## src/hw/rtl/ntsp_ram.sv

```systemverilog
module ntsp_ram #(
   parameter int Width = 8,
   parameter int Depth = 32
) (
   input  logic                     clock,
   input  logic                     we,
   input  logic [$clog2(Depth)-1:0] waddr,
   input  logic [Width-1:0]         wdata,
   input  logic [$clog2(Depth)-1:0] raddr,
   output logic [Width-1:0]         rdata
);

   logic [Width-1:0] mem_ff [Depth];
   logic [Width-1:0] rdata_ff;

   always_ff @(posedge clock) begin
      if (we) begin
         mem_ff[waddr] <= wdata;
      end
      rdata_ff <= mem_ff[raddr];
   end

   assign rdata = rdata_ff;

endmodule

```

## config.mk

```make
export PLATFORM = sky130hd
export DESIGN_NAME = ntsp_ram
export DESIGN_NICKNAME = d
export VERILOG_FILES = /design/src/hw/rtl/ntsp_ram.sv
export SDC_FILE = /design/constraint.sdc
export NUM_CORES = 1
export LEC_CHECK = 0
export CAP_MARGIN = 20
export CORE_MARGIN = 4
export CORE_UTILIZATION = 55
export DETAILED_ROUTE_END_ITERATION = 6
export DONT_BUFFER_PORTS = 1
export GPL_ROUTABILITY_DRIVEN = 0
export MAX_ROUTING_LAYER = met4
export PLACE_DENSITY = 0.7
export SLEW_MARGIN = 10
export SYNTH_ARGS = -nofsm -noshare
export SYNTH_HDL_FRONTEND = slang
export SYNTH_SLANG_ARGS = --single-unit
```

## constraint.sdc

```tcl
create_clock -name clock -period 2.3 [get_ports clock]
set_clock_uncertainty 0.15 [all_clocks]
set_input_delay 0.115 -clock clock [delete_from_list [all_inputs] [get_ports clock]]
set_output_delay 0.115 -clock clock [all_outputs]
set_load 0.05 [all_outputs]
```

## Word-level counts from Yosys, hierarchy flattened

Memory sizes are Yosys's and may differ from the RTL's. A register that Yosys moved wholly into a read port is not among the register bits.
Index checks and enable logic that the tools add are counted.
W data, S select, Z words.

| word-level totals | value |
|---|---|
| memories | 1 |
| input bits | 20 |
| logic and storage cells | 3 |
| flip-flop bits (word level) | 0 |
| output and inout bits | 8 |
| memory bits (writable) | 256 |

Memory list:

| name | words | width | read ports | clocked after memory_dff | wr ports | RTL line | source |
|---|---|---|---|---|---|---|---|
| mem_ff | 32 | 8 | 1 | 1 | 1 | 13 | `logic [Width-1:0] mem_ff [Depth];` |

| cells by class | value |
|---|---|
| muxes and demuxes | 2 |

Operator list:

| operator | count |
|---|---|
| $mux W1 | 2 |

## Depth between registers and ports, before layout

| depth | value |
|---|---|
| depth in word-level cells | 2 |
| mapped depth | 5 |
| mapped depth without buffers | 3 |

## Least setup slack after synthesis

Ideal clock, no wire load.

| timing path | value |
|---|---|
| path kind | input port to flip-flop |
| start point | in raddr[2] |
| end point | reg rdata_ff[0], in the netlist rdata[0] (read register of mem_ff) |
| setup slack | 233 ps |
| buffers on the path | 2 |
| stages on the path | 5 |
| setup time | 121 ps |
| required time | 2029 ps |
| arrival time | 1797 ps |
| path through | clkbuf_1 -> clkbuf_1 -> mux4_2 -> mux4_2 -> mux2_2 |

RTL lines:

| element | RTL line | source |
|---|---|---|
| start: declaration | 9 | `input logic [$clog2(Depth)-1:0] raddr,` |
| end: declaration | 14 | `logic [Width-1:0] rdata_ff;` |

==> impl_results.md <==
- Met2 Resource Use GR: 0.309
- Outcome: complete, no violations
- DRT Pass-1 Iters: 5
- Pre-CTS WS: 345 ps
- Final hold violation count: 0
- Switch share: 0.199
- Total wire length: 20,600 um
- Worst reg2reg path depth: 3
- Die height: 143 um
- EDFF count, synth: 256
- FP Rows: 49
- Post-Syn Area: 10,100 um^2
- NetSw: 1.92 mW
- Setup Viol. Count Final: 0
- Post-synthesis cell count: 417
- Min-Delay Path Depth: 3
- Crit path arrival time: 2190 ps
- CP Class: reg -> reg
- Largest net degree at the start of global routing: 65
- Syn Area/Cell: 24.1 um^2
- Number of global-route vias before repair: 4,631
- Nets: 501
- Post-CTS resize count: 0
- Inserted Diodes: 0
- GRT Max-Usage Layer: met1
- Crit start category: flop
- Fin. max-slew vios: 0
- M3 GR Usage: 0.0295
- Iteration-0 DRC Markers: 556
- Fill cells: 1,164
- Vias per cell: 6.30
- Worst hold slack: 15.9 ps
- Ys async rst share: 0
- Setup crit end kind: flop
- Power Density: 836 nW/um^2
- Final core occ: 0.643
- GR Overflow Total: 0
- Max FO, Critical Path: 1
- Most frequent cell after synthesis: edfxtp_1
- RSZ-0062 raised after global routing: no
- Die area: 20,500 um^2
- Core ar.: 18,000 um^2
- Fmax: 511 MHz
- Share of the synthesized area in the top cell type: 0.765
- Top FF cell, synth: edfxtp_1
- Die X: 143 um
- Worst Tran Pin Value: 967 ps
- Met1 usage: 0.341
- Detailed-route via count: 4,582
- CTS tree: done
- Sequential Power Share: 0.564
- Top Ports: 28
- Syn Nets: 437
- Synth warnings: 0
- Fin crit period: 1960 ps
- Remaining DRCs: 0
- Setup bufs post-CTS: 0
- CTS Buffer Depth: 3
- Hold buffers post-CTS: 24
- Slew HR: 0.353
- Min-delay worst type: in -> reg
- Worst vdd ir: 0.542 mV
- Leakage power: 3.64 nW
- Worst skew pair latency: 500 ps
- CP Data Required Time: 2530 ps
- Pint: 7.74 mW
- Yosys reg bits: 264
- Combinational cell fraction of total power: 0.046
- Drt wl/cell: 28.3 um
- Fin crit share: 0.852
- Starting density of the core: 0.560
- Antenna violations before repair: 0
- Clk pwr share: 0.390
- Largest area contributor in the netlist: edfxtp_1
- Register area share after synthesis: 0.781
- Layout cells sized above 1: 0.327
- Clock root buffer: clkbuf_16
- GRT Total Usage: 0.216
- Clock sink count: 264
- Cells taking the most area after synthesis: edfxtp_1 76%, mux4_2 18%, dfxtp_1 1.6%
- Global-route wire length before repair: 30,700 um
- CTS clk-pin slew, worst paths: 60 ps
- Total Neg Setup Slack: 0 ps
- CTS Buf Count: 25
- Final setup margin: 341 ps
- Routed Antenna Nets: 0
- IO buf count: 0
- Layout area overhead: 14.9%
- Most instantiated cells after synthesis: 256 x edfxtp_1, 80 x mux4_2, 33 x nor2_1
- H-tree depth: 1
- Count of different cell masters after synthesis: 15
- Post-DP HPWL: 12,100 um
- Max cap viols: 0
## sequential cells by signal (all words and copies together), names as in the netlist
signal,cells
rdata,8
mem_ff,256
## worst paths after layout
path	slack, ps	startpoint	end
worst min-delay path	20	waddr[2]	mem_ff[26][2]
worst min register to register	760	mem_ff[31][1]	rdata[1]
worst max register to register	340	mem_ff[16][1]	rdata[1]
worst max-delay path	340	mem_ff[16][1]	rdata[1]
## stage by stage
stage          power (mW)  instances  area (um^2)
5_1_grt              9.96        727        11500
3_3_place_gp         5.84        658        10500
2_1_floorplan        5.82        417        10100
4_1_cts              9.72        726        11500
3_5_place_dp         5.85        658        10500
6_report             9.66        727        11500
## metal layers
metal  wire [um]  vias up
met2        9640      242
met4         366        0
li1            -     1899
met1        8620     2413
met5           0        -
met3        1960       28
## placed cells by master, fill, tap and decap left out, drive strengths merged
cell type | Yosys | routed
clkbuf | 6 | 37
dlygate4sd3 | 0 | 16
or3 | 1 | 1
bufinv | 0 | 1
or3b | 3 | 3
mux4 | 80 | 80
buf | 14 | 41
clkinv | 0 | 5
mux2 | 8 | 8
nand3b | 5 | 5
nor2 | 33 | 33
nand3 | 2 | 2
edfxtp | 256 | 256
nand2 | 1 | 1
clkinvlp | 0 | 1
dfxtp | 8 | 8
## critical path, stage by stage, from the launching register on
cell	delay (ps)
edfxtp_1	370
mux4_2	510
mux4_2	540
mux2_2	280
## kinds of logic (layout without fill, tap and decap cells)
family,Yosys count,after routing,synth area share
buffers and inverters,20,101,0.0106
DFF,264,264,0.781
muxes,88,88,0.188
and+or+nand+nor,45,45,0.0207
## final cells by class
type	count	area (um^2)	area share
Tap cell	229	287	0.0248
Sequential cell	264	7850	0.679
Multi-Input combinational cell	133	2100	0.182
Clock buffer	37	681	0.0589
Clock inverter	7	60.1	0.00520
Timing Repair Buffer	57	576	0.0498
## power groups by stage
stage	Sequential (mW)	Combinational (mW)	Clock [mW]
after global routing	5.45	0.466	4.04
after global placement	5.55	0.289	0
after floorplan	5.54	0.285	0
after detailed placement	5.56	0.294	0
final	5.45	0.443	3.76
after CTS	5.45	0.444	3.82
(Power assumes the default switching activity.)
