`config.mk`:
```
export PLATFORM = sky130hd
export DESIGN_NAME = ntsp_sq
export DESIGN_NICKNAME = d
export VERILOG_FILES = /design/src/hw/rtl/ntsp_pkg.sv /design/src/hw/rtl/ntsp_sq.sv
export SDC_FILE = /design/constraint.sdc
export NUM_CORES = 1
export LEC_CHECK = 0
export BUFFER_PORTS_ARGS = -buffer_cell sky130_fd_sc_hd__buf_2
export CORE_MARGIN = 2
export CORE_UTILIZATION = 40
export CTS_BUF_LIST = sky130_fd_sc_hd__clkbuf_8
export DETAILED_ROUTE_END_ITERATION = 8
export PLACE_DENSITY = 0.59
export SETUP_SLACK_MARGIN = 0.4
export SLEW_MARGIN = 10
export SYNTH_ARGS = -nofsm -noshare
export SYNTH_HDL_FRONTEND = slang
export SYNTH_SLANG_ARGS = --single-unit
export TNS_END_PERCENT = 50
```
`constraint.sdc`:
```
create_clock -name clock -period 16.1 [get_ports clock]
set_input_delay 2.415 -clock clock [delete_from_list [all_inputs] [get_ports clock]]
set_output_delay 2.415 -clock clock [all_outputs]
set_load 0.1 [all_outputs]
```
`src/hw/rtl/ntsp_pkg.sv`:
```
package ntsp_pkg;

   localparam int CoordBits  = 24;
   localparam int MaxTiles   = 32;
   localparam int TileBits   = 5;
   localparam int CountBits  = 6;
   localparam int RadiusBits = 24;
   localparam int PhaseBits  = 8;
   localparam int OpBits     = CoordBits + 1;
   localparam int SqBits     = 2 * OpBits;
   localparam int DistBits   = SqBits + 2;
   localparam int ScaledBits = DistBits + 7;
   localparam int CsrIdxBits = 2;

   localparam logic [1:0] CMD_CLEAR  = 2'd0;
   localparam logic [1:0] CMD_APPEND = 2'd1;
   localparam logic [1:0] CMD_TICK   = 2'd2;
   localparam logic [1:0] CMD_FINISH = 2'd3;

   localparam logic [2:0] ACT_DONE     = 3'd0;
   localparam logic [2:0] ACT_UNLOAD   = 3'd1;
   localparam logic [2:0] ACT_BEGIN    = 3'd2;
   localparam logic [2:0] ACT_LOADED   = 3'd3;
   localparam logic [2:0] ACT_DROPPED  = 3'd4;
   localparam logic [2:0] ACT_REJECTED = 3'd5;

   localparam logic [CsrIdxBits-1:0] CSR_LOAD_RADIUS   = 2'd0;
   localparam logic [CsrIdxBits-1:0] CSR_UNLOAD_RADIUS = 2'd1;
   localparam logic [CsrIdxBits-1:0] CSR_ASYNC_LOAD    = 2'd2;
   localparam logic [CsrIdxBits-1:0] CSR_UPDATE_EVERY  = 2'd3;

   typedef struct packed {
      logic [1:0]                  command;
      logic signed [CoordBits-1:0] pos_x;
      logic signed [CoordBits-1:0] pos_y;
      logic signed [CoordBits-1:0] pos_z;
      logic                        view_valid;
      logic                        asset_present;
      logic [TileBits-1:0]         tile_index;
   } req_type;

   typedef struct packed {
      logic [2:0]          action;
      logic [TileBits-1:0] target_tile;
      logic                last_of_run;
   } rsp_type;

   typedef struct packed {
      logic signed [CoordBits-1:0] x;
      logic signed [CoordBits-1:0] y;
      logic signed [CoordBits-1:0] z;
   } pos_type;

endpackage

```
`src/hw/rtl/ntsp_sq.sv`:
```
// shared squarer: |a - b|^2, registered
module ntsp_sq (
   input  logic                             clock,
   input  logic signed [ntsp_pkg::OpBits-1:0] op_a,
   input  logic signed [ntsp_pkg::OpBits-1:0] op_b,
   output logic [ntsp_pkg::SqBits-1:0]      sq
);
   import ntsp_pkg::*;

   logic signed [OpBits:0] diff;
   logic [OpBits-1:0]      mag;
   logic [SqBits-1:0]      sq_ff;
   logic [SqBits-1:0]      sq_in;

   always_comb begin
      diff = {op_a[OpBits-1], op_a} - {op_b[OpBits-1], op_b};
      mag  = diff[OpBits] ? OpBits'(-diff) : diff[OpBits-1:0];
      sq_in = mag * mag;
   end

   always_ff @(posedge clock) begin
      sq_ff <= sq_in;
   end

   assign sq = sq_ff;

endmodule

```
# After elaboration in Yosys (flattened, before gate mapping)
# Index checks and enable logic that the tools add are counted.
[op_classes]
add_sub_neg = 2
multipliers = 1
muxes = 1
[ops]
columns = ["cell", "count"]
rows = [
  ["multiplier 25 x 25 -> 50 bit", 1],
  ["subtractor 25 x 25 -> 26 bit", 1],
  ["2-to-1 mux 25 bit", 1],
  ["negator 25 bit", 1],
]
[word_totals]
reg_bits = 50
inputBits = 51

# Depth between registers and ports, before layout
[logic_depth]
ltp_word = 4
depth_mapped = 43
mapped_depth_nobuf = 40

# Least setup slack after synthesis
# OpenSTA, ideal clock, no wires.
[synth_timing]
path_kind = "input port to flip-flop"
start = "input port op_a[0] (netlist name)"
end = "register sq_ff[48], in the netlist sq[48]"
setup_time_ps = 127
t_arrival_ps = 12259
required_ps = 15973
path_slack_ps = 3714
stages = 39
n_path_buf = 2
cell_sequence = "inv_1 ha_1 fa_1 nor2b_4 o31a_4 a21oi_1 or2_2 or4_1 or4_4 nor4_4 a41oi_1 xor2_1 inv_1 buf_2 nand2_1 fa_1 fa_1 inv_1 [... 3 more ...] inv_1 fa_1 fa_1 inv_1 fa_1 inv_1 ha_1 clkbuf_1 a21o_1 a21o_1 a21o_1 a21oi_1 o211ai_1 o21ai_0 o21ai_0 a2111oi_0 o21ai_0 xor2_1"
[synth_via]
elab_chain_len = 4
[synth_lines]
columns = ["element", "line", "text"]
rows = [
  ["start: declaration", "ntsp_sq.sv:4", "input logic signed [ntsp_pkg::OpBits-1:0] op_a,"],
  ["subtractor 25 x 25 -> 26 bit (*)", "ntsp_sq.sv:16", "diff = {op_a[OpBits-1], op_a} - {op_b[OpBits-1], op_b};"],
  ["negator 25 bit", "ntsp_sq.sv:17", "mag = diff[OpBits] ? OpBits'(-diff) : diff[OpBits-1:0];"],
  ["2-to-1 mux 25 bit (*)", "ntsp_sq.sv:17", ""],
  ["multiplier 25 x 25 -> 50 bit (*)", "ntsp_sq.sv:18", "sq_in = mag * mag;"],
  ["via sq_in[48]", "ntsp_sq.sv:13", "logic [SqBits-1:0] sq_in;"],
  ["end signal: assignment", "ntsp_sq.sv:22", "sq_ff <= sq_in;"],
  ["end: declaration", "ntsp_sq.sv:12", "logic [SqBits-1:0] sq_ff;"],
]
# Mark *: on every way through the listed nets, which the timed path passes. The rest lies on a longest branch.

# Final worst setup path
# Ends and elaborated chain as after synthesis.

==> impl_metrics.ini <==
[setup_path]
slowest_delay_ns = 0.88
critical_path_arrival_ns = 14.26
path_max_fanout = 15
critical-path-slowest-cell = a2111oi_0
end_kind = register
critPathLaunchType = input pin
required_ns = 16.38
critPathKind = in -> reg

[min_path]
holdPathEnd = sq[49]
min_path_cells = 6
hold_path_class = in -> reg
hold_start = op_a[23]

[drt]
vias = 15100
detail-route-antenna-nets = 0
detail_route.first_pass.iterations = 6
detail_route.drc_violations = 0
dr.first_iter.drc_count = 905
post_drt_via_cell_ratio = 4.99
finalWirelength_um = 52000
routed_wire_length_per_instance_um = 17.2

[placement]
detailed_place_hpwl_um = 43900
place_ws_ns = 1.71
final_weighted_congestion_in_routability_driven_placement = 0.885
count_of_buffers_from_port_buffering = 99

[cts]
cts-buffers-inserted = 5
cts_post_setup_buffers_inserted = 0
cts_max_level = 2
max-clock-path-buffers = 2
cts_root_buffer = clkbuf_8
cts_repair_resize_count = 0
holdBufCountCts = 0
worst_setup_hold_path_clk_slew_ns = 0.11
clock_tree_from_tritoncts = yes
clk_sink_count = 49

[sta]
fmax_mhz = 71.5
min_period_ns = 13.98
slew-limit-headroom = 0.135
final.hold.worst_slack_ns = 2.78
final-max-slew-violation-count = 0
post-route-worst-setup-slack_ns = 2.12
unrepaired_setup_endpoints_after_global_routing = false
timing_worst_slew_pin_value_ns = 1.29
post-route-period-util = 0.868
timing.setup.tns_ns = 0
final-setup-viol-count = 0
finalHoldViolations = 0

[run_status]
run_status = completed

[die]
dieHeight_um = 230
placement_rows = 82
die_area_sq_um = 53000
chipWidth_um = 230
floorplan.io_pins = 101
floorplan.initialDensity = 0.407
core_sq_um = 50400

[synthesis]
synthesis.nets = 2994
syn_inst = 2269
synth_warnings = 0
synth-async-reset-ratio = 0
synth_ff_type = dfxtp_1
total_of_flip_flops_plus_latches_after_synthesis = 49
synth_sequential_area_ratio = 0.0479
post_synth.cell_area_avg_sq_um = 9.03
number_of_library_cell_types_mapped_by_synthesis = 77
synth.cell_area_sq_um = 20500
synth_edf_count = 0

[cells_and_area]
num_antenna_cells = 0
most-common-layout-cells = inv_1, fa_1, nor2_1, ha_1, nand2_1
flip_flop_count_of_the_largest_register_after_layout = 49
final_nets = 3071
areaGrowthSynthToFinish_pct = 6.86
mostFrequentLayoutCell = inv_1
proportion_of_layout_cells_with_a_drive_suffix_above_1 = 0.0788

[global_route]
track_usage = 0.210
first_global_vias = 16900
grt_pass1_wl_um = 87500
globalRouteOverflowTotal = 0
pin_count_of_the_biggest_net_entering_global_routing = 27
number_of_antenna_violations_at_the_first_check_in_global_routing = 0

[run]
timing.max_cap.violations = 0
## per-layer routing
metal,GRT usage,wire length [um]
met4,0.0607,1200
met1,0.257,21000
met5,0,0
met2,0.380,26900
met3,0.0319,2880
## worst max path at each step
stage / from / endpoint / slack [ns] / depth (start not counted)
floorplan: op_a[0] / sq[48] / 3.71 / 39
global placement: op_a[0] / sq[48] / 2.04 / 40
detailed placement: op_a[0] / sq[48] / 1.71 / 40
CTS: op_a[0] / sq[48] / 2.10 / 40
global route: op_a[0] / sq[48] / 1.32 / 40
finish: op_a[0] / sq[48] / 2.12 / 40
## cells by family after synthesis
group,share of synthesized area
AOI/OAI and AO/OA,0.0824
xor gates and xnor gates,0.0405
adders and majority gates,0.584
buffers and inverters,0.132
DFF,0.0479
muxes,0.000977
other,0.000183
and+or+nand+nor,0.112
## cell usage after synthesis, types with 17 or more instances
library cell	n	share of area
nor2_1	209	0.038
o21ai_0	35	0.0086
xor2_1	34	0.015
xnor2_1	57	0.024
inv_1	621	0.11
nand2_1	173	0.032
nand3_1	17	0.0042
dfxtp_1	49	0.048
nand2b_1	21	0.0064
a21oi_1	74	0.018
a21o_1	40	0.015
fa_1	470	0.46
clkbuf_1	42	0.0077
ha_1	204	0.12
## metrics by stage
stage	instances	instance area (sq um)	util
after floorplan	2269	20500	-
after global placement	3011	21800	0.432
after detailed placement	3011	21800	0.432
after CTS	3019	21900	0.434
after global routing	3019	21900	0.434
final	3019	21900	0.434
## cell type report
cell class                 instances  area (sq um)
multi-input combinational       1532         16900
clock inverter                     3          46.3
sequential                        49           981
clock buffer                       5          68.8
tap                              672           841
fill                            4978         28500
inverter                         625          2350
timing repair buffer             133           751
## critical path, delay by kind of cell
| family | cells | cell delay (ns) |
|---|---|---|
| simple gates | 6 | 2.18 |
| xor+xnor | 2 | 0.35 |
| fa+ha+maj | 10 | 4.64 |
| buf+inv | 10 | 1.08 |
| compound gates | 12 | 3.56 |
Power is not shown: default switching activity piles up to over one toggle a cycle in this logic, so the estimate is an artifact.
